==> src/frame_deframer_size_parity_top_assert.svh <==
// assertion macros for the frame deframer
// used by frame_deframer_size_parity_top.sv, no other dependencies
`ifndef FRAME_DEFRAMER_SIZE_PARITY_TOP_ASSERT_SVH
`define FRAME_DEFRAMER_SIZE_PARITY_TOP_ASSERT_SVH

`ifndef SYNTHESIS

// same-cycle implication, checked out of reset
`define FDSP_ASSERT_NOW(label, clk, rst_n, ante, cons) \
  label: assert property (@(posedge clk) disable iff (!rst_n) (ante) |-> (cons)) \
    else $error("fdsp assertion failed");

// next-cycle implication, checked out of reset
`define FDSP_ASSERT_NEXT(label, clk, rst_n, ante, cons) \
  label: assert property (@(posedge clk) disable iff (!rst_n) (ante) |=> (cons)) \
    else $error("fdsp assertion failed");

`else

`define FDSP_ASSERT_NOW(label, clk, rst_n, ante, cons)
`define FDSP_ASSERT_NEXT(label, clk, rst_n, ante, cons)

`endif

`endif

==> src/fdsp_pkg.sv <==
// shared constants and types for the frame deframer
// no dependencies
`timescale 1ns / 1ps

package fdsp_pkg;

  localparam int unsigned START_LEN = 2;
  localparam int unsigned END_LEN   = 2;
  localparam int unsigned ADDR_LEN  = 4;
  localparam int unsigned CHECK_LEN = 4;

  localparam int unsigned BYTE_W   = 8;
  localparam int unsigned LEN_W    = 14;
  localparam int unsigned CNT_W    = 15;
  localparam int unsigned RUN_W    = 3;
  localparam int unsigned ROLE_W   = 3;
  localparam int unsigned STATUS_W = 3;
  localparam int unsigned CFG_IDX_W = 2;
  localparam int unsigned CFG_DAT_W = 14;

  typedef logic [BYTE_W-1:0]   byte_t;
  typedef logic [LEN_W-1:0]    len_t;
  typedef logic [CNT_W-1:0]    cnt_t;
  typedef logic [RUN_W-1:0]    run_t;
  typedef logic [ROLE_W-1:0]   role_t;
  typedef logic [STATUS_W-1:0] status_t;
  typedef logic [CFG_IDX_W-1:0] cfg_idx_t;
  typedef logic [CFG_DAT_W-1:0] cfg_dat_t;
  typedef logic [1:0]          phase_t;

  // phase codes
  localparam phase_t PH_HUNT = 2'd0;
  localparam phase_t PH_HEAD = 2'd1;
  localparam phase_t PH_BODY = 2'd2;
  localparam phase_t PH_END  = 2'd3;

  // byte roles
  localparam role_t ROLE_DELIM   = 3'd0;
  localparam role_t ROLE_REQ     = 3'd1;
  localparam role_t ROLE_RESULT  = 3'd2;
  localparam role_t ROLE_SIZE_HI = 3'd3;
  localparam role_t ROLE_SIZE_LO = 3'd4;
  localparam role_t ROLE_ADDR    = 3'd5;
  localparam role_t ROLE_PAYLOAD = 3'd6;
  localparam role_t ROLE_CHECK   = 3'd7;

  // frame status codes
  localparam status_t ST_BUSY      = 3'd0;
  localparam status_t ST_OK        = 3'd1;
  localparam status_t ST_SHORT_RUN = 3'd2;
  localparam status_t ST_PARITY    = 3'd3;
  localparam status_t ST_TOO_LARGE = 3'd4;
  localparam status_t ST_BAD_END   = 3'd5;

  // configuration register indexes
  localparam cfg_idx_t REG_START_DELIM = 2'd0;
  localparam cfg_idx_t REG_END_DELIM   = 2'd1;
  localparam cfg_idx_t REG_MAX_PAYLOAD = 2'd2;

  localparam byte_t START_DELIM_RST = 8'hAA;
  localparam byte_t END_DELIM_RST   = 8'h55;
  localparam len_t  MAX_PAYLOAD_RST = 14'h3FFF;

  localparam run_t RUN_MAX = 3'd7;

  // xor of the eight 2-bit groups of the two size bytes
  function automatic logic [1:0] size_group_xor(input byte_t hi, input byte_t lo);
    return hi[1:0] ^ hi[3:2] ^ hi[5:4] ^ hi[7:6] ^ lo[1:0] ^ lo[3:2] ^ lo[5:4] ^ lo[7:6];
  endfunction

endpackage

==> src/fdsp_if.sv <==
// valid/ready channel interfaces of the frame deframer
// depends on fdsp_pkg
`timescale 1ns / 1ps

interface fdsp_in_if;
  logic             valid;
  logic             ready;
  fdsp_pkg::byte_t  rx_byte;

  modport source (output valid, output rx_byte, input ready);
  modport sink   (input valid, input rx_byte, output ready);
endinterface

interface fdsp_out_if;
  logic              valid;
  logic              ready;
  fdsp_pkg::byte_t   data_byte;
  fdsp_pkg::role_t   byte_role;
  fdsp_pkg::status_t frame_status;
  fdsp_pkg::len_t    payload_len;
  logic              frame_end;

  modport source (output valid, output data_byte, output byte_role, output frame_status,
                  output payload_len, output frame_end, input ready);
  modport sink   (input valid, input data_byte, input byte_role, input frame_status,
                  input payload_len, input frame_end, output ready);
endinterface

interface fdsp_cfg_if;
  logic               valid;
  logic               ready;
  fdsp_pkg::cfg_idx_t index;
  fdsp_pkg::cfg_dat_t data;

  modport source (output valid, output index, output data, input ready);
  modport sink   (input valid, input index, input data, output ready);
endinterface

==> src/frame_deframer_size_parity_top.sv <==
// frame deframer: start-run hunt, head decode, size parity and limit, end check
// depends on fdsp_pkg, fdsp_if.sv and frame_deframer_size_parity_top_assert.svh
// a result is presented in the cycle after its byte is accepted
// throughput: one byte per cycle while the output is not stalled, the frame state updates in the accepting cycle
// the single result register refills in the cycle it drains, so no bubbles
// reset (rst_n, synchronous): hunting, counters clear, configuration registers take defaults
`timescale 1ns / 1ps
`include "frame_deframer_size_parity_top_assert.svh"

module frame_deframer_size_parity_top (
  input  logic        clk,
  input  logic        rst_n,
  fdsp_in_if.sink     in_ch,
  fdsp_out_if.source  out_ch,
  fdsp_cfg_if.sink    cfg_ch
);
  import fdsp_pkg::*;

  localparam cnt_t ADDR_CNT  = cnt_t'(ADDR_LEN);
  localparam cnt_t CHECK_CNT = cnt_t'(CHECK_LEN);
  localparam cnt_t END_CNT   = cnt_t'(END_LEN);
  localparam run_t START_RUN = run_t'(START_LEN);

  // configuration
  byte_t start_delim_r;
  byte_t end_delim_r;
  len_t  max_payload_r;

  // frame state
  phase_t phase_r, phase_nxt;
  run_t   run_cnt_r, run_cnt_nxt;
  cnt_t   byte_cnt_r, byte_cnt_nxt;
  byte_t  size_hi_r, size_hi_nxt;
  len_t   len_r, len_nxt;
  logic   end_bad_r, end_bad_nxt;

  // result register
  logic    out_valid_r;
  byte_t   data_r;
  role_t   role_r, role_nxt;
  status_t status_r, status_nxt;
  len_t    out_len_r;
  logic    fend_r, fend_nxt;

  logic  in_acc;
  byte_t b;
  len_t  size_lo_len;
  cnt_t  cnt_inc;
  cnt_t  pay_end;
  cnt_t  total;

  assign cfg_ch.ready = 1'b1;
  assign in_ch.ready  = !out_valid_r || out_ch.ready;
  assign in_acc       = in_ch.valid && in_ch.ready;
  assign b            = in_ch.rx_byte;

  assign size_lo_len = {size_hi_r[5:0], b};
  assign cnt_inc     = byte_cnt_r + cnt_t'(1);
  assign pay_end     = ADDR_CNT + cnt_t'(len_r);
  assign total       = pay_end + CHECK_CNT;

  always_ff @(posedge clk) begin
    if (!rst_n) begin
      start_delim_r <= START_DELIM_RST;
      end_delim_r   <= END_DELIM_RST;
      max_payload_r <= MAX_PAYLOAD_RST;
    end else if (cfg_ch.valid) begin
      case (cfg_ch.index)
        REG_START_DELIM: start_delim_r <= cfg_ch.data[BYTE_W-1:0];
        REG_END_DELIM:   end_delim_r   <= cfg_ch.data[BYTE_W-1:0];
        REG_MAX_PAYLOAD: max_payload_r <= cfg_ch.data[LEN_W-1:0];
        default: ;
      endcase
    end
  end

  always_comb begin
    phase_nxt    = phase_r;
    run_cnt_nxt  = run_cnt_r;
    byte_cnt_nxt = byte_cnt_r;
    size_hi_nxt  = size_hi_r;
    len_nxt      = len_r;
    end_bad_nxt  = end_bad_r;
    role_nxt     = ROLE_DELIM;
    status_nxt   = ST_BUSY;
    fend_nxt     = 1'b0;

    unique case (phase_r)
      PH_HEAD: begin
        if (byte_cnt_r == cnt_t'(1)) begin
          role_nxt     = ROLE_RESULT;
          byte_cnt_nxt = cnt_t'(2);
        end else if (byte_cnt_r == cnt_t'(2)) begin
          role_nxt     = ROLE_SIZE_HI;
          size_hi_nxt  = b;
          byte_cnt_nxt = cnt_t'(3);
        end else begin
          role_nxt = ROLE_SIZE_LO;
          len_nxt  = size_lo_len;
          if (size_group_xor(size_hi_r, b) != 2'b00) begin
            status_nxt = ST_PARITY;
            fend_nxt   = 1'b1;
          end else if (size_lo_len > max_payload_r) begin
            status_nxt = ST_TOO_LARGE;
            fend_nxt   = 1'b1;
          end else begin
            phase_nxt    = PH_BODY;
            byte_cnt_nxt = '0;
          end
        end
      end
      PH_BODY: begin
        if (byte_cnt_r < ADDR_CNT) begin
          role_nxt = ROLE_ADDR;
        end else if (byte_cnt_r < pay_end) begin
          role_nxt = ROLE_PAYLOAD;
        end else begin
          role_nxt = ROLE_CHECK;
        end
        byte_cnt_nxt = cnt_inc;
        if (cnt_inc >= total) begin
          phase_nxt    = PH_END;
          byte_cnt_nxt = '0;
          end_bad_nxt  = 1'b0;
        end
      end
      PH_END: begin
        byte_cnt_nxt = cnt_inc;
        if (cnt_inc >= END_CNT) begin
          status_nxt = (end_bad_r || (b != end_delim_r)) ? ST_BAD_END : ST_OK;
          fend_nxt   = 1'b1;
        end else if (b != end_delim_r) begin
          end_bad_nxt = 1'b1;
        end
      end
      PH_HUNT: begin
        if (b == start_delim_r) begin
          if (run_cnt_r < RUN_MAX) begin
            run_cnt_nxt = run_cnt_r + run_t'(1);
          end
        end else if (run_cnt_r < START_RUN) begin
          status_nxt = ST_SHORT_RUN;
          fend_nxt   = 1'b1;
        end else begin
          role_nxt     = ROLE_REQ;
          phase_nxt    = PH_HEAD;
          run_cnt_nxt  = '0;
          byte_cnt_nxt = cnt_t'(1);
          len_nxt      = '0;
          end_bad_nxt  = 1'b0;
        end
      end
      default: ;
    endcase

    // every frame end or abort goes back to hunting
    if (fend_nxt) begin
      phase_nxt    = PH_HUNT;
      run_cnt_nxt  = '0;
      byte_cnt_nxt = '0;
      end_bad_nxt  = 1'b0;
    end
  end

  always_ff @(posedge clk) begin
    if (!rst_n) begin
      phase_r     <= PH_HUNT;
      run_cnt_r   <= '0;
      byte_cnt_r  <= '0;
      size_hi_r   <= '0;
      len_r       <= '0;
      end_bad_r   <= 1'b0;
      out_valid_r <= 1'b0;
    end else begin
      if (in_acc) begin
        phase_r    <= phase_nxt;
        run_cnt_r  <= run_cnt_nxt;
        byte_cnt_r <= byte_cnt_nxt;
        size_hi_r  <= size_hi_nxt;
        len_r      <= len_nxt;
        end_bad_r  <= end_bad_nxt;
      end
      if (in_acc) begin
        out_valid_r <= 1'b1;
      end else if (out_ch.ready) begin
        out_valid_r <= 1'b0;
      end
    end
  end

  always_ff @(posedge clk) begin
    if (in_acc) begin
      data_r    <= b;
      role_r    <= role_nxt;
      status_r  <= status_nxt;
      out_len_r <= len_nxt;
      fend_r    <= fend_nxt;
    end
  end

  assign out_ch.valid        = out_valid_r;
  assign out_ch.data_byte    = data_r;
  assign out_ch.byte_role    = role_r;
  assign out_ch.frame_status = status_r;
  assign out_ch.payload_len  = out_len_r;
  assign out_ch.frame_end    = fend_r;

  // a frame end always carries a final status, and only then
  `FDSP_ASSERT_NOW(a_end_has_status, clk, rst_n, out_valid_r, fend_r == (status_r != ST_BUSY))
  // the end-delimiter count never reaches its limit while in the end phase
  `FDSP_ASSERT_NOW(a_end_cnt_range, clk, rst_n, phase_r == PH_END, byte_cnt_r < END_CNT)
  // hunting keeps the byte counter clear
  `FDSP_ASSERT_NOW(a_hunt_cnt_clear, clk, rst_n, phase_r == PH_HUNT, byte_cnt_r == '0)
  // a request code byte always opens the head
  `FDSP_ASSERT_NEXT(a_req_opens_head, clk, rst_n, in_acc && (role_nxt == ROLE_REQ),
                    phase_r == PH_HEAD && byte_cnt_r == cnt_t'(1))
  // after a frame end or abort the block is hunting with a cleared run
  `FDSP_ASSERT_NEXT(a_end_to_hunt, clk, rst_n, in_acc && fend_nxt,
                    phase_r == PH_HUNT && run_cnt_r == '0)

endmodule
==> src/flat_wrapper.sv <==
// flat-port wrapper written by rule: the top's interface ports become plain ports
module frame_deframer_size_parity_top_flat import fdsp_pkg::*;
  (clk, rst_n, in_ch_valid, in_ch_rx_byte, in_ch_ready, out_ch_valid, out_ch_data_byte, out_ch_byte_role, out_ch_frame_status, out_ch_payload_len, out_ch_frame_end, out_ch_ready, cfg_ch_valid, cfg_ch_index, cfg_ch_data, cfg_ch_ready);
  fdsp_in_if in_ch_i ();
  fdsp_out_if out_ch_i ();
  fdsp_cfg_if cfg_ch_i ();
  input  logic clk;
  input  logic rst_n;
  input wire logic [$bits(in_ch_i.valid)-1:0] in_ch_valid;
  input wire logic [$bits(in_ch_i.rx_byte)-1:0] in_ch_rx_byte;
  output wire logic [$bits(in_ch_i.ready)-1:0] in_ch_ready;
  output wire logic [$bits(out_ch_i.valid)-1:0] out_ch_valid;
  output wire logic [$bits(out_ch_i.data_byte)-1:0] out_ch_data_byte;
  output wire logic [$bits(out_ch_i.byte_role)-1:0] out_ch_byte_role;
  output wire logic [$bits(out_ch_i.frame_status)-1:0] out_ch_frame_status;
  output wire logic [$bits(out_ch_i.payload_len)-1:0] out_ch_payload_len;
  output wire logic [$bits(out_ch_i.frame_end)-1:0] out_ch_frame_end;
  input wire logic [$bits(out_ch_i.ready)-1:0] out_ch_ready;
  input wire logic [$bits(cfg_ch_i.valid)-1:0] cfg_ch_valid;
  input wire logic [$bits(cfg_ch_i.index)-1:0] cfg_ch_index;
  input wire logic [$bits(cfg_ch_i.data)-1:0] cfg_ch_data;
  output wire logic [$bits(cfg_ch_i.ready)-1:0] cfg_ch_ready;
  assign in_ch_i.valid = in_ch_valid;
  assign in_ch_i.rx_byte = in_ch_rx_byte;
  assign in_ch_ready = in_ch_i.ready;
  assign out_ch_valid = out_ch_i.valid;
  assign out_ch_data_byte = out_ch_i.data_byte;
  assign out_ch_byte_role = out_ch_i.byte_role;
  assign out_ch_frame_status = out_ch_i.frame_status;
  assign out_ch_payload_len = out_ch_i.payload_len;
  assign out_ch_frame_end = out_ch_i.frame_end;
  assign out_ch_i.ready = out_ch_ready;
  assign cfg_ch_i.valid = cfg_ch_valid;
  assign cfg_ch_i.index = cfg_ch_index;
  assign cfg_ch_i.data = cfg_ch_data;
  assign cfg_ch_ready = cfg_ch_i.ready;
  frame_deframer_size_parity_top u_core (.clk(clk), .rst_n(rst_n), .in_ch(in_ch_i), .out_ch(out_ch_i), .cfg_ch(cfg_ch_i));
endmodule
==> config.mk <==
export PLATFORM = sky130hd
export DESIGN_NAME = frame_deframer_size_parity_top_flat
export DESIGN_NICKNAME = d
export VERILOG_FILES = /design/src/fdsp_pkg.sv /design/src/fdsp_if.sv /design/src/frame_deframer_size_parity_top.sv /design/src/flat_wrapper.sv
export VERILOG_INCLUDE_DIRS = /design/src /design/src/src
export SDC_FILE = /design/constraint.sdc
export NUM_CORES = 1
export LEC_CHECK = 0
export ABC_CLOCK_PERIOD_IN_PS = 8600
export BUFFER_PORTS_ARGS = -buffer_cell sky130_fd_sc_hd__buf_2
export CORE_MARGIN = 2
export CORE_UTILIZATION = 30
export DETAILED_ROUTE_END_ITERATION = 6
export SKIP_LAST_GASP = 1
export SYNTH_ARGS = -nofsm -noshare
export SYNTH_HDL_FRONTEND = slang
export SYNTH_SLANG_ARGS = --single-unit
==> constraint.sdc <==
create_clock -name clk -period 8.6 [get_ports clk]
set_input_delay 1.72 -clock clk [delete_from_list [all_inputs] [get_ports clk]]
set_output_delay 1.72 -clock clk [all_outputs]
set_load 0.01 [all_outputs]
-- After elaboration in Yosys (flattened, before gate mapping)
Cells that the tools add are included.
- bits in registers: 103
- output and inout port bits: 32
- word-level logic and storage cells: 136
- add/sub/neg operators: 4
- $lt $le $gt $ge: 7
- equal/unequal tests: 22
- muxes and demuxes: 61
- bitwise gates (word level): 8
- reductions and logical operators: 19
- operator list (kind ; count):
    $mux W15 ; 8
    $pmux W15 S4 ; 1
    $mux W14 ; 4
    $mux W3 ; 16
    $pmux W14 S2 ; 1
    $ne A3 B2 Y1 const B ; 8
    $mux W2 ; 9
    $pmux W3 S3 ; 2
    $mux W1 ; 17
    $add A15 B1 Y15 const B ; 1
    $add A15 B3 Y15 const B ; 1
    $add A3 B14 Y15 const A ; 1
    $eq A15 B1 Y1 const B ; 1
    $eq A15 B2 Y1 const B ; 1
    $ge A15 B15 Y1 ; 1
    $ge A15 B2 Y1 const B ; 1
    $lt A15 B15 Y1 ; 1
    $lt A15 B3 Y1 const B ; 1
    $gt A14 B14 Y1 ; 1
    $xor A2 B2 Y2 ; 7
    $ne A5 B2 Y1 const B ; 2
    $ne A3 B1 Y1 const B ; 3
    $reduce_and A9 Y1 ; 1
    $eq A8 B8 Y1 ; 1
    other kinds (19) ; 31

-- Logic depth before layout (Yosys ltp)
Gate-level depths: netlist of run 1.
- word-level depth: 14
- gate-level depth with buffers: 19
- gate-level depth less buffers: 18

-- Least setup slack after synthesis of run 1
OpenSTA, ideal clock, no wires.
- path type: input port to flip-flop
- from: input out_ch_ready
- to: register u_core.role_r[0], in the netlist u_core.out_ch.byte_role[0] (enable)
- data arrival time: 3.511 ns
- data required time: 8.196 ns
- slack: 4.684 ns
- stages on the path: 5
- cell sequence: nand2b_1 > nand2_1 > inv_1 > clkbuf_1 > clkbuf_1
- longest elaborated chain between the ends: 2
- RTL lines (element ; RTL line ; source):
    start, declared ; flat_wrapper.sv:18 ; input wire logic [$bits(out_ch_i.ready)-1:0] out_ch_ready;
    $logic_or A1 B1 Y1 ; frame_deframer_size_parity_top.sv:53 ; assign in_ch.ready = !out_valid_r || out_ch.ready;
    $logic_and A1 B1 Y1 ; frame_deframer_size_parity_top.sv:54 ; assign in_acc = in_ch.valid && in_ch.ready;
    via u_core.in_acc ; frame_deframer_size_parity_top.sv:45 ; logic in_acc;
    end signal, assigned ; frame_deframer_size_parity_top.sv:194 ; role_r <= role_nxt;
    end, declared ; frame_deframer_size_parity_top.sv:40 ; role_t role_r, role_nxt;
The timed path passes the listed nets, and every way through them passes these cells.
A chain may end at the register's enable or synchronous reset.

-- Final worst setup path of run 1
- from: register u_core.len_r[2]
- to: register u_core.end_bad_r
- longest elaborated chain between the ends: 5
- RTL lines (element ; RTL line ; source):
    start, declared ; frame_deframer_size_parity_top.sv:34 ; len_t len_r, len_nxt;
    start signal, assigned ; frame_deframer_size_parity_top.sv:180 ; len_r <= len_nxt;
    $add A3 B14 Y15 ; frame_deframer_size_parity_top.sv:59 ; assign pay_end = ADDR_CNT + cnt_t'(len_r);
    $add A15 B3 Y15 ; frame_deframer_size_parity_top.sv:60 ; assign total = pay_end + CHECK_CNT;
    $ge A15 B15 Y1 ; frame_deframer_size_parity_top.sv:121 ; if (cnt_inc >= total) begin
    $ne A3 B1 Y1 (no line) ; - ;
    $reduce_and A7 Y1 (no line) ; - ;
    end signal, assigned ; frame_deframer_size_parity_top.sv:181 ; end_bad_r <= end_bad_nxt;
    end, declared ; frame_deframer_size_parity_top.sv:35 ; logic end_bad_r, end_bad_nxt;
No other way between the ends.

==> results of run 1 <==
synthesized netlist by cell type (3+ instances only):
cell type and n:
sky130_fd_sc_hd__a21boi_0 15, sky130_fd_sc_hd__a21o_1 10, sky130_fd_sc_hd__a21oi_1 20, sky130_fd_sc_hd__a221o_1 3, sky130_fd_sc_hd__a31oi_1 3, sky130_fd_sc_hd__a32o_1 8, sky130_fd_sc_hd__and3_1 4, sky130_fd_sc_hd__buf_1 3
sky130_fd_sc_hd__buf_2 7, sky130_fd_sc_hd__buf_4 4, sky130_fd_sc_hd__clkbuf_1 30, sky130_fd_sc_hd__dfxtp_1 74, sky130_fd_sc_hd__edfxtp_1 29, sky130_fd_sc_hd__ha_1 50, sky130_fd_sc_hd__inv_1 30, sky130_fd_sc_hd__mux2i_1 25
sky130_fd_sc_hd__nand2_1 108, sky130_fd_sc_hd__nand2b_1 4, sky130_fd_sc_hd__nand3_1 19, sky130_fd_sc_hd__nand4_1 11, sky130_fd_sc_hd__nand4b_1 3, sky130_fd_sc_hd__nor2_1 38, sky130_fd_sc_hd__nor2b_1 26, sky130_fd_sc_hd__nor3_1 11
sky130_fd_sc_hd__nor4_1 6, sky130_fd_sc_hd__nor4_2 3, sky130_fd_sc_hd__o211ai_1 20, sky130_fd_sc_hd__o21a_1 6, sky130_fd_sc_hd__o21ai_0 25, sky130_fd_sc_hd__o21ai_1 5, sky130_fd_sc_hd__o31ai_1 4, sky130_fd_sc_hd__or2_2 6
sky130_fd_sc_hd__xnor2_1 50, sky130_fd_sc_hd__xor2_1 16
power by group through the flow:
| stage | clock network, W | registers, W | logic, W |
|---|---|---|---|
| after CTS | 0.000452 | 0.000524 | 0.000118 |
| after detailed placement | 0 | 0.000536 | 0.000118 |
| after global placement | 0 | 0.000536 | 0.000117 |
| final | 0.000441 | 0.000524 | 0.000117 |
| after floorplan | 0 | 0.000536 | 0.0000770 |
| after global routing | 0.000467 | 0.000526 | 0.000130 |
stage by stage:
stage          instances  utilization (%)  cell area (um^2)  hold WS [ns]
2_1_floorplan        723                -              6480         0.430
3_3_place_gp        1014             32.9              6940         0.460
3_5_place_dp        1014             32.9              6940         0.456
4_1_cts             1030             34.4              7260         0.471
5_1_grt             1030             34.4              7260         0.515
6_report            1030             34.4              7260         0.465
cells by family (layout without fill, tap and decap cells):
kind of cell             after synthesis  in the layout
XOR/XNOR                              66             66
buffers and inverters                 78            110
other                                  1              1
AND/OR/NAND/NOR                      259            259
AO/OA/AOI/OAI                        140            140
multiplexers                          26             26
flip-flops                           103            103
adder cells (fa/ha/maj)               50             50
critical path: stages (launching register included):
cell                       delay, ns
sky130_fd_sc_hd__dfxtp_1        0.49
sky130_fd_sc_hd__inv_1          0.15
sky130_fd_sc_hd__ha_1           0.38
sky130_fd_sc_hd__nor4b_1        0.69
sky130_fd_sc_hd__nand2_1        0.14
sky130_fd_sc_hd__xnor2_1        0.18
sky130_fd_sc_hd__ha_1           0.32
sky130_fd_sc_hd__nand4b_1       0.13
sky130_fd_sc_hd__o21ai_0        0.20
sky130_fd_sc_hd__a21o_1         0.15
sky130_fd_sc_hd__a21oi_1        0.06
sky130_fd_sc_hd__a21oi_1        0.48
sky130_fd_sc_hd__o221ai_1       0.22
sky130_fd_sc_hd__or2_2          0.32
sky130_fd_sc_hd__a21oi_1        0.12
layer usage:
layer / vias to the layer above / part of all wire [%] / track usage [%]
li1: 2598 / - / -
met1: 2448 / 48 / 20.4
met2: 111 / 46 / 23.5
met3: 24 / 4.0 / 2.11
met4: 0 / 2.2 / 5.65
met5: - / 0 / 0
sequential cells by signal, summed over array words and instances, names as in the netlist, 2 cells and up:
name,flops
u_core.byte_cnt_r,15
u_core.out_ch.payload_len,14
u_core.out_ch.frame_status,3
u_core.len_r,14
u_core.out_ch.data_byte,8
u_core.run_cnt_r,3
u_core.out_ch.byte_role,3
u_core.max_payload_r,14
u_core.phase_r,2
u_core.end_delim_r,8
u_core.size_hi_r,8
u_core.start_delim_r,8
placed cells by master, fill, tap and decap left out, drive strengths merged, types with 3 or more instances in the layout:
master	netlist	layout
ha	50	50
nand2b	4	4
inv	32	34
a32o	8	8
o211ai	20	20
nand4b	3	3
nor4	9	9
nand2	108	108
nor2	39	39
buf	15	62
a31oi	5	5
a21o	10	10
nand3	20	20
mux2i	25	25
a21oi	21	21
clkbuf	31	11
xnor2	50	50
edfxtp	29	29
dfxtp	74	74
o21a	6	6
nor2b	26	26
nand4	13	13
a221o	3	3
xor2	16	16
o31ai	4	4
or2	6	6
o21ai	31	31
nor3	12	12
and3	4	4
and4	3	3
a21boi	15	15
final cells by class:
type	count	area (um^2)
Fill cell	2198	13800
Inverter	32	120
Clock inverter	5	62.6
Multi-Input combinational cell	542	3810
Clock buffer	11	253
Tap cell	275	344
Timing Repair Buffer	62	318
Sequential cell	103	2350
final timing paths:
check | endpoint | slack [ns] | cells after the start
worst max-delay path | u_core.end_bad_r | 4.49 | 14
worst min-delay path | u_core.end_bad_r | 0.46 | 2
worst max register to register | u_core.end_bad_r | 4.49 | 14
worst min register to register | u_core.end_bad_r | 0.46 | 2
==> flow_summary.yaml, run 1 <==
clock_tree:
  holdBufCountCts: 0
  cts-root-buf: "sky130_fd_sc_hd__clkbuf_16"
  cts_resized: 0
  clk_pin_slew_ns: 0.08
  clock_sink_count: 103
  cts_max_path_buffers: 2
  clkLatencyLatePin_ns: 0.36
  post_cts_buffers: 0
  cts-buffers-inserted: 9
  htree_num_levels: 3
  cts_tree: "yes"
synth:
  synth_edf_count: 29
  synth_mux_area_share_pct: 4.04
  syn_inst_count: 723
  ys_async_sr_fraction_pct: 0
  syn-cell-area_mm2: 0.00648
  synthSimpleGateAreaFrac_pct: 20.3
  yosys.area_share.adder_pct: 9.66
  synth-seq-cells: 103
  synthesis.nets: 802
  ys_seq_area_share_pct: 36.3
  post_synth.cell_area_avg_um2: 8.96
  synth_area_leader_cell: "sky130_fd_sc_hd__dfxtp_1"
  commonest_register_cell_after_synthesis: "sky130_fd_sc_hd__dfxtp_1"
  synth_xor_area_share_pct: 8.92
  netlist_top_cells_area: "sky130_fd_sc_hd__dfxtp_1, sky130_fd_sc_hd__edfxtp_1, sky130_fd_sc_hd__ha_1"
  synthDominantCellAreaShare_pct: 22.9
  synth_top_family_by_area: "simple AND/OR/NAND/NOR gates"
  netlist-cell-type-count: 72
  synth_compound_gate_area_share_pct: 15.7
  yosys_warnings: 0
pwr:
  totalPowerFinal_w: 0.00108
  p_clk_share_pct: 40.7
  power_leakage_nw: 2.86
  power.ir.vdd_worst_mv: 0.0874
  power.share.combinational_pct: 10.8
  seq_pwr_share_pct: 48.4
  swShare_pct: 25.8
  total_switching_power_w: 0.000279
  power_report.internal_total_w: 0.000803
  pwr_density_cell_mw_per_mm2: 149
placement:
  port_buffers: 59
  globalplace.congestion: 0.890
  dp_hpwl_um: 12100
  detailedPlace.worstSlack_ns: 4.33
worst_setup_path:
  critPathRequiredTime_ns: 8.89
  path_class: "reg -> reg"
  startpoint_type: "flop"
  arrival_ns: 4.40
  start_point_of_the_critical_path: "u_core.len_r[2]"
  cp_max_fo: 8
  r2r_start: "u_core.len_r[2]"
  setup.worst_path.end_class: "flop"
sta:
  maxSlewHeadroom_pct: 36.0
  final_min_period_over_clock_period_pct: 47.8
  worst_clock_skew_ns: 0.0108
  finalHoldViolCount: 0
  worst-slew-pin-transition_ns: 0.961
  finalMaxSlewViolations: 0
  totalNegativeSetupSlack_ns: 0
  fmax_ghz: 0.243
  finalWorstPathRequiredPeriod_ns: 4.11
  timing.final.setup_violations: 0
  grt_setup_unrepaired: "no"
  post-route-worst-setup-slack_ns: 4.49
job:
  cap_viol_max_count: 0
final_layout:
  area_growth_syn_to_layout_pct: 12.1
  antenna_cells_inserted: 0
  drive_above_1_share_pct: 13.9
  num-nets-final: 829
grt:
  first_global_vias: 4957
  grt_antenna_before_repair: 0
  first_pass_grt_wire_length_um: 26400
  total_track_usage_pct: 14.8
  gr-total-overflow: 0
  largest_net_degree_at_the_start_of_global_routing: 77
drt:
  drtAntennaViolNets: 0
  drc_errors: 0
  drt_iter0_markers: 356
  wl_per_cell_um: 15.8
  routed-via-count: 5181
  overall_routed_net_length_um: 16200
  drt-vias-per-instance: 5.03
  drt_first_pass_iters: 5
floorplan:
  rows: 53
  die_x_um: 151
  die_area_mm2: 0.0228
  fp.coreArea_mm2: 0.0211
  die_extent_in_y_um: 151
  ios: 61
  initial_core_util_pct: 30.7
outcome:
  status: "finished, final reports clean"
hold_path:
  worstHoldPathType: "reg -> reg"
  worstHoldStart: "u_core.end_bad_r"
Power figures use the tool's default switching activity.
==> inputs of run 2 (changes only) <==
Settings changed: ABC_AREA set to 1, ABC_CLOCK_PERIOD_IN_PS 8600 to 3400.
Clock period 8.6 ns to 3.4 ns, I/O delays scaled along.
==> run 2 against run 1 <==
Effect of this change: the flow now finishes with violations (negative setup slack); combinational power rose to 6.1 times the previous value; utilization up 2.8 points; sequential share of layout area down 2.3 points; wire length up 13%; via count up 18%; critical endpoint is now u_core.byte_cnt_r[13]; largest power group unchanged.
==> flow_summary.yaml, run 2 <==
sta:
  finalWorstPathRequiredPeriod_ns: 3.49
  finalHoldViolCount: 0
  worst_clock_skew_ns: 0.0163
  maxSlewHeadroom_pct: 39.3
  finalMaxSlewViolations: 0
  fmax_ghz: 0.286
  worst-slew-pin-transition_ns: 0.907
  post-route-worst-setup-slack_ns: -0.0919
  timing.final.setup_violations: 14
  totalNegativeSetupSlack_ns: -0.887
  final_min_period_over_clock_period_pct: 103
  grt_setup_unrepaired: "yes"
placement:
  globalplace.congestion: 0.856
  port_buffers: 59
  detailedPlace.worstSlack_ns: -0.211
  detailed_place.area_mm2: 0.00727
  dp_hpwl_um: 13900
synth:
  post_synth.cell_area_avg_um2: 7.24
  ys_async_sr_fraction_pct: 0
  synth_edf_count: 29
  ys_seq_area_share_pct: 36.6
  synth-seq-cells: 103
  commonest_register_cell_after_synthesis: "sky130_fd_sc_hd__dfxtp_1"
  synth.most_common_cell: "sky130_fd_sc_hd__nand2_1"
  yosys_warnings: 0
  syn_inst_count: 889
  syn-cell-area_mm2: 0.00643
  synthTopCellsByCount: "sky130_fd_sc_hd__nand2_1, sky130_fd_sc_hd__inv_1, sky130_fd_sc_hd__dfxtp_1"
  synthesis.nets: 968
  netlist-cell-type-count: 37
  synthDominantCellAreaShare_pct: 23.0
  netlist_top_cells_area: "sky130_fd_sc_hd__dfxtp_1, sky130_fd_sc_hd__edfxtp_1, sky130_fd_sc_hd__nand2_1"
  synth_area_leader_cell: "sky130_fd_sc_hd__dfxtp_1"
job:
  cap_viol_max_count: 0
floorplan:
  initial_core_util_pct: 30.6
  die_area_mm2: 0.0226
  die_x_um: 150
  ios: 61
  rows: 53
  die_extent_in_y_um: 150
  fp.coreArea_mm2: 0.0210
grt:
  grt_antenna_before_repair: 0
  first_global_vias: 5408
  largest_net_degree_at_the_start_of_global_routing: 53
  total_track_usage_pct: 16.1
  first_pass_grt_wire_length_um: 28300
  gr-total-overflow: 0
clock_tree:
  htree_num_levels: 3
  cts-buffers-inserted: 9
  cts_tree: "yes"
  cts-root-buf: "sky130_fd_sc_hd__clkbuf_16"
  clk_pin_slew_ns: 0.07
  clkLatencyLatePin_ns: 0.36
  clock_sink_count: 103
  cts_max_path_buffers: 2
  holdBufCountCts: 0
hold_path:
  worstHoldPathType: "reg -> reg"
  worstHoldStart: "u_core.start_delim_r[1]"
  min_delay_worst_endpoint: "u_core.start_delim_r[1]"
  hold_critical_path_depth: 2
worst_setup_path:
  worst_path_most_repeated_cell: "sky130_fd_sc_hd__nor2_4"
  reg2reg_to: "u_core.byte_cnt_r[13]"
  path_class: "reg -> reg"
  arrival_ns: 3.78
  timing.critical_path.buf_inv: 4
  critPathRequiredTime_ns: 3.68
  worst_path_dominant_cell_family: "simple AND/OR/NAND/NOR gates"
  crit_slowest_cell: "sky130_fd_sc_hd__dfxtp_4"
  r2r_start: "u_core.len_r[2]"
  startpoint_type: "flop"
  start_point_of_the_critical_path: "u_core.len_r[2]"
  rr_worst_depth: 21
  setup.worst_path.end_class: "flop"
  crit_chain: "buf_6 > nand4_1 > nor2_2 > nand2_1 > inv_2 > nand3_2 > xor2_2 > inv_1 > nand4_1 > xor2_1 > ha_1 > a21oi_1 > o21ai_1 > a31oi_1 > nand3_2 > nor2_4 > nor2_4 > nor2_4 > clkbuf_16 > nand3_1 > a21oi_1"
  setup.reg_to_reg.worst_slack_ns: -0.09
  cp_max_fo: 6
  delay_of_the_slowest_cell_on_the_worst_path_ns: 0.38
drt:
  drt_iter0_markers: 380
  wl_per_cell_um: 14.5
  overall_routed_net_length_um: 18300
  drt-vias-per-instance: 4.85
  routed-via-count: 6121
  drtAntennaViolNets: 0
  drc_errors: 0
  drt_first_pass_iters: 5
pwr:
  power_leakage_nw: 3.68
  power.ir.vdd_worst_mv: 0.252
  pwr_density_cell_mw_per_mm2: 403
final_layout:
  final_common_cell: "sky130_fd_sc_hd__nand2_1"
  num-nets-final: 1060
  registers.top_by_ff_count: "u_core.byte_cnt_r"
  drive_above_1_share_pct: 18.8
  antenna_cells_inserted: 0
  commonest_cells_after_routing_fill_and_taps_aside: "sky130_fd_sc_hd__nand2_1, sky130_fd_sc_hd__inv_1, sky130_fd_sc_hd__dfxtp_1"
  largest_reg_flops: 15
  finish.instance_area_mm2: 0.00783
  fin_util_pct: 37.2
  area_growth_syn_to_layout_pct: 21.7
outcome:
  failed_checks: "negative setup slack"
  status: "finished, violations left"
-- run 2: changes by cell type after synthesis, moves of 9 or more --
cell                       before  now
sky130_fd_sc_hd__xnor2_1       50   19
sky130_fd_sc_hd__o22ai_1        2   12
sky130_fd_sc_hd__nand3_1       19   50
sky130_fd_sc_hd__nor2b_1       26    0
sky130_fd_sc_hd__o21ai_0       25   63
sky130_fd_sc_hd__a21boi_0      15    0
sky130_fd_sc_hd__nand4_1       11   23
sky130_fd_sc_hd__clkbuf_1      30   16
sky130_fd_sc_hd__inv_1         30  127
sky130_fd_sc_hd__nand2_1      108  201
sky130_fd_sc_hd__mux2i_1       25    0
sky130_fd_sc_hd__a21o_1        10    1
sky130_fd_sc_hd__a21oi_1       20   64
sky130_fd_sc_hd__nor2_1        38   73
-- run 2: worst max path at each step --
| stage | cells past startpoint | endpoint | slack (ns) |
|---|---|---|---|
| final | 21 | u_core.byte_cnt_r[13] | -0.09 |
| after global routing | 21 | u_core.byte_cnt_r[8] | -0.31 |
| after CTS | 24 | u_core.byte_cnt_r[2] | 0.003 |
| after detailed placement | 25 | u_core.byte_cnt_r[2] | -0.21 |
| after global placement | 25 | u_core.byte_cnt_r[2] | -0.07 |
| after floorplan | 24 | u_core.byte_cnt_r[4] | 0.02 |
-- run 2: routing by layer --
metal,track usage [%],vias up,share of wire [%]
met5,0,-,0
met4,4.15,0,1.5
met3,2.73,23,4.2
met2,27.9,144,50
met1,20.7,2843,45
li1,-,3111,-
-- run 2: layout make-up --
class / instances / area [um^2]
tap: 275 / 344
sequential: 103 / 2360
clock inverter: 6 / 51.3
fill: 2156 / 13200
timing repair buffer: 103 / 663
multi-input combinational: 634 / 3680
inverter: 130 / 488
clock buffer: 10 / 239
-- run 2: per-stage QoR --
stage / hold WS (ns) / cells / total power [W]
CTS: 0.485 / 1254 / 0.00313
global placement: 0.460 / 1238 / 0.00209
floorplan: 0.443 / 889 / 0.00185
detailed placement: 0.466 / 1238 / 0.00210
global route: 0.508 / 1261 / 0.00332
finish: 0.490 / 1261 / 0.00316
-- run 2: logic make-up (layout without fill, tap and decap cells) --
kind of cell | after synthesis | count (layout) | share of synthesized area (%)
AND/OR/NAND/NOR | 388 | 388 | 26.3
AO/OA/AOI/OAI | 162 | 162 | 13.7
buffers and inverters | 152 | 249 | 9.22
flip-flops | 103 | 103 | 36.6
adder cells (fa/ha/maj) | 50 | 50 | 9.72
XOR/XNOR | 33 | 33 | 4.49
other | 1 | 1 | 0.0583
-- run 2: worst reg2reg max path: stages, from the launching register on --
cell,delay (ns)
sky130_fd_sc_hd__dfxtp_4,0.38
sky130_fd_sc_hd__buf_6,0.10
sky130_fd_sc_hd__nand4_1,0.12
sky130_fd_sc_hd__nor2_2,0.21
sky130_fd_sc_hd__nand2_1,0.11
sky130_fd_sc_hd__inv_2,0.07
sky130_fd_sc_hd__nand3_2,0.08
sky130_fd_sc_hd__xor2_2,0.16
sky130_fd_sc_hd__inv_1,0.09
sky130_fd_sc_hd__nand4_1,0.16
sky130_fd_sc_hd__xor2_1,0.19
sky130_fd_sc_hd__ha_1,0.31
sky130_fd_sc_hd__a21oi_1,0.21
sky130_fd_sc_hd__o21ai_1,0.10
sky130_fd_sc_hd__a31oi_1,0.24
sky130_fd_sc_hd__nand3_2,0.15
sky130_fd_sc_hd__nor2_4,0.17
sky130_fd_sc_hd__nor2_4,0.06
sky130_fd_sc_hd__nor2_4,0.15
sky130_fd_sc_hd__clkbuf_16,0.17
sky130_fd_sc_hd__nand3_1,0.06
sky130_fd_sc_hd__a21oi_1,0.12
-- run 2: what timing repair did --
action / CTS / global route
gates cloned: 0 / 1
setup endpoints to repair: 18 / 20
setup buffers: 0 / 6
gates resized for setup: 6 / 47
pin swaps: 0 / 24
-- run 2: report_power, final --
group | internal (W) | leakage (nW) | switching (W)
clock network | 0.000528 | 0.145 | 0.000506
logic | 0.000270 | 2.64 | 0.000447
registers | 0.00135 | 0.896 | 0.0000552
total | 0.00215 | 3.68 | 0.00101
==> inputs of run 3 (changes only) <==
Settings changed: ABC_CLOCK_PERIOD_IN_PS 3400 to 4500.
Clock period 3.4 ns to 4.5 ns, I/O delays scaled along.
==> run 3 against run 2 <==
Effect of this change: the run now ends clean; critical path depth is 2 higher; die area stayed put; cell count is 3.1% lower; largest power group unchanged; count of clock-buffer cells in the layout stayed put; design area is 6.6% lower; maximum frequency is 9.3% lower; sequential power is 24% lower; power is 26% lower; via count is 4.0% lower; wire length is 3.9% lower; setup slack better by 0.74 ns.
==> flow_summary.yaml, run 3 (synthesized netlist as in run 2, its figures left out) <==
outcome:
  status: "finished, final reports clean"
worst_setup_path:
  delay_of_the_slowest_cell_on_the_worst_path_ns: 0.46
  path_class: "reg -> reg"
  reg2reg_to: "u_core.phase_r[1]"
  rr_worst_depth: 23
  r2r_start: "u_core.len_r[2]"
  setup.worst_path.end_class: "flop"
  cp_max_fo: 7
  worstSetupEndpoint: "u_core.phase_r[1]"
  critPathRequiredTime_ns: 4.75
  setup.reg_to_reg.worst_slack_ns: 0.65
  startpoint_type: "flop"
  crit_chain: "inv_1 > ha_1 > nor2_1 > nand2_1 > nor2_1 > nand2_1 > nor3_1 > nand3_1 > nor3_2 > xnor2_1 > inv_1 > ha_1 > nand2_1 > nor2_1 > nand2_1 > nor3_1 > nand2_1 > nand3_1 > nor2_1 > nor2_2 > nand3_1 > o21ai_0 > nor2_1"
  start_point_of_the_critical_path: "u_core.len_r[2]"
  crit_slowest_cell: "sky130_fd_sc_hd__dfxtp_1"
  arrival_ns: 4.10
drt:
  wl_met2_um: 8370
  overall_routed_net_length_um: 17600
  met3RoutedLength_um: 679
  routed-via-count: 5874
  drc_errors: 0
  drt_iter0_markers: 442
  drtAntennaViolNets: 0
  drt_first_pass_iters: 5
  wl_per_cell_um: 14.4
  maxUsedRoutingLayer: "met4"
  m1WireLength_um: 8100
  drt-vias-per-instance: 4.81
pwr:
  totalPowerFinal_w: 0.00234
  power.ir.vdd_worst_mv: 0.235
  power_leakage_nw: 3.46
  pwr_density_cell_mw_per_mm2: 320
placement:
  port_buffers: 59
  dp.cells: 1206
  dp_hpwl_um: 13400
  globalplace.congestion: 0.896
sta:
  totalNegativeSetupSlack_ns: 0
  worst_clock_skew_ns: 0.0169
  grt_setup_unrepaired: "no"
  timing.final.setup_violations: 0
  finalHoldViolCount: 0
  worst-slew-pin-transition_ns: 0.862
  fmax_ghz: 0.260
  finalWorstPathRequiredPeriod_ns: 3.85
  holdWs_ns: 0.480
  finalMaxSlewViolations: 0
  maxSlewHeadroom_pct: 42.0
  final_min_period_over_clock_period_pct: 85.6
grt:
  gr-total-overflow: 0
  total_track_usage_pct: 16.0
  first_pass_grt_wire_length_um: 28000
  first_global_vias: 5412
  largest_net_degree_at_the_start_of_global_routing: 54
  grt_antenna_before_repair: 0
final_layout:
  registers.top_by_ff_count: "u_core.byte_cnt_r"
  fin_util_pct: 34.8
  largest_reg_flops: 15
  post_layout_nonfiller_instances: 1222
  drive_above_1_share_pct: 11.4
  antenna_cells_inserted: 0
  num-nets-final: 1021
  commonest_cells_after_routing_fill_and_taps_aside: "sky130_fd_sc_hd__nand2_1, sky130_fd_sc_hd__inv_1, sky130_fd_sc_hd__dfxtp_1"
  area_growth_syn_to_layout_pct: 13.7
  final_common_cell: "sky130_fd_sc_hd__nand2_1"
clock_tree:
  cts-root-buf: "sky130_fd_sc_hd__clkbuf_16"
  htree_num_levels: 3
  cts_max_path_buffers: 2
  cts-buffers-inserted: 9
  clk_pin_slew_ns: 0.08
  holdBufCountCts: 0
  cts_tree: "yes"
  clkLatencyLatePin_ns: 0.37
  clock_sink_count: 103
floorplan:
  die_extent_in_y_um: 150
  rows: 53
  ios: 61
  fp.coreArea_mm2: 0.0210
  die_x_um: 150
  die_area_mm2: 0.0226
  initial_core_util_pct: 30.6
hold_path:
  worstHoldPathType: "reg -> reg"
  hold_critical_path_depth: 2
job:
  cap_viol_max_count: 0
-- run 3: cell types whose count changed in the layout (fill, tap and decap cells not counted), sizes merged --
cell    delta
buf       -38
clkbuf     -1
clkinv     -3
inv        +3
-- run 3: final cells by class --
cell class / instances / area [um^2]
Clock buffer: 10 / 239
Inverter: 130 / 488
Timing Repair Buffer: 64 / 333
Sequential cell: 103 / 2350
Multi-Input combinational cell: 634 / 3500
Clock inverter: 6 / 60.1
Fill cell: 2241 / 13700
Tap cell: 275 / 344
-- run 3: worst min path at each step --
stage | from | end | slack, ns
global placement | u_core.start_delim_r[7] | u_core.start_delim_r[7] | 0.46
global route | u_core.start_delim_r[3] | u_core.start_delim_r[3] | 0.50
finish | u_core.start_delim_r[7] | u_core.start_delim_r[7] | 0.48
CTS | u_core.start_delim_r[7] | u_core.start_delim_r[7] | 0.48
detailed placement | u_core.start_delim_r[7] | u_core.start_delim_r[7] | 0.46
floorplan | u_core.start_delim_r[3] | u_core.start_delim_r[3] | 0.44
-- run 3: layer usage --
layer | track usage [%] | up-vias
met5 | 0 | -
met4 | 5.52 | 0
met3 | 2.82 | 23
met2 | 27.4 | 136
met1 | 20.3 | 2681
li1 | - | 3034
-- run 3: worst max-delay path, delay by kind of cell (launching register included) --
kind,cells,cell delay (ns)
AO/OA/AOI/OAI,1,0.24
XOR/XNOR,1,0.13
adder cells (fa/ha/maj),2,0.62
buffers and inverters,2,0.20
flip-flops,1,0.46
AND/OR/NAND/NOR,17,2.08
-- run 3: stage by stage --
step                      setup slack (ns)  area, um^2
after floorplan                       1.05        6430
after global placement               0.684        7010
after detailed placement             0.622        7010
after CTS                            0.590        7310
after global routing                0.0642        7310
final                                0.649        7310
-- run 3: what timing repair did --
| action | in CTS | in global routing |
|---|---|---|
| endpoints found under the setup margin | 0 | 2 |
| resized for setup | 0 | 1 |
| setup buffers | 0 | 0 |
-- run 3: power breakdown --
group	leakage (nW)	internal, W	switching, W
clock network	0.149	0.000406	0.000398
logic	2.42	0.000164	0.000311
registers	0.894	0.00102	0.0000420
total	3.46	0.00159	0.000750
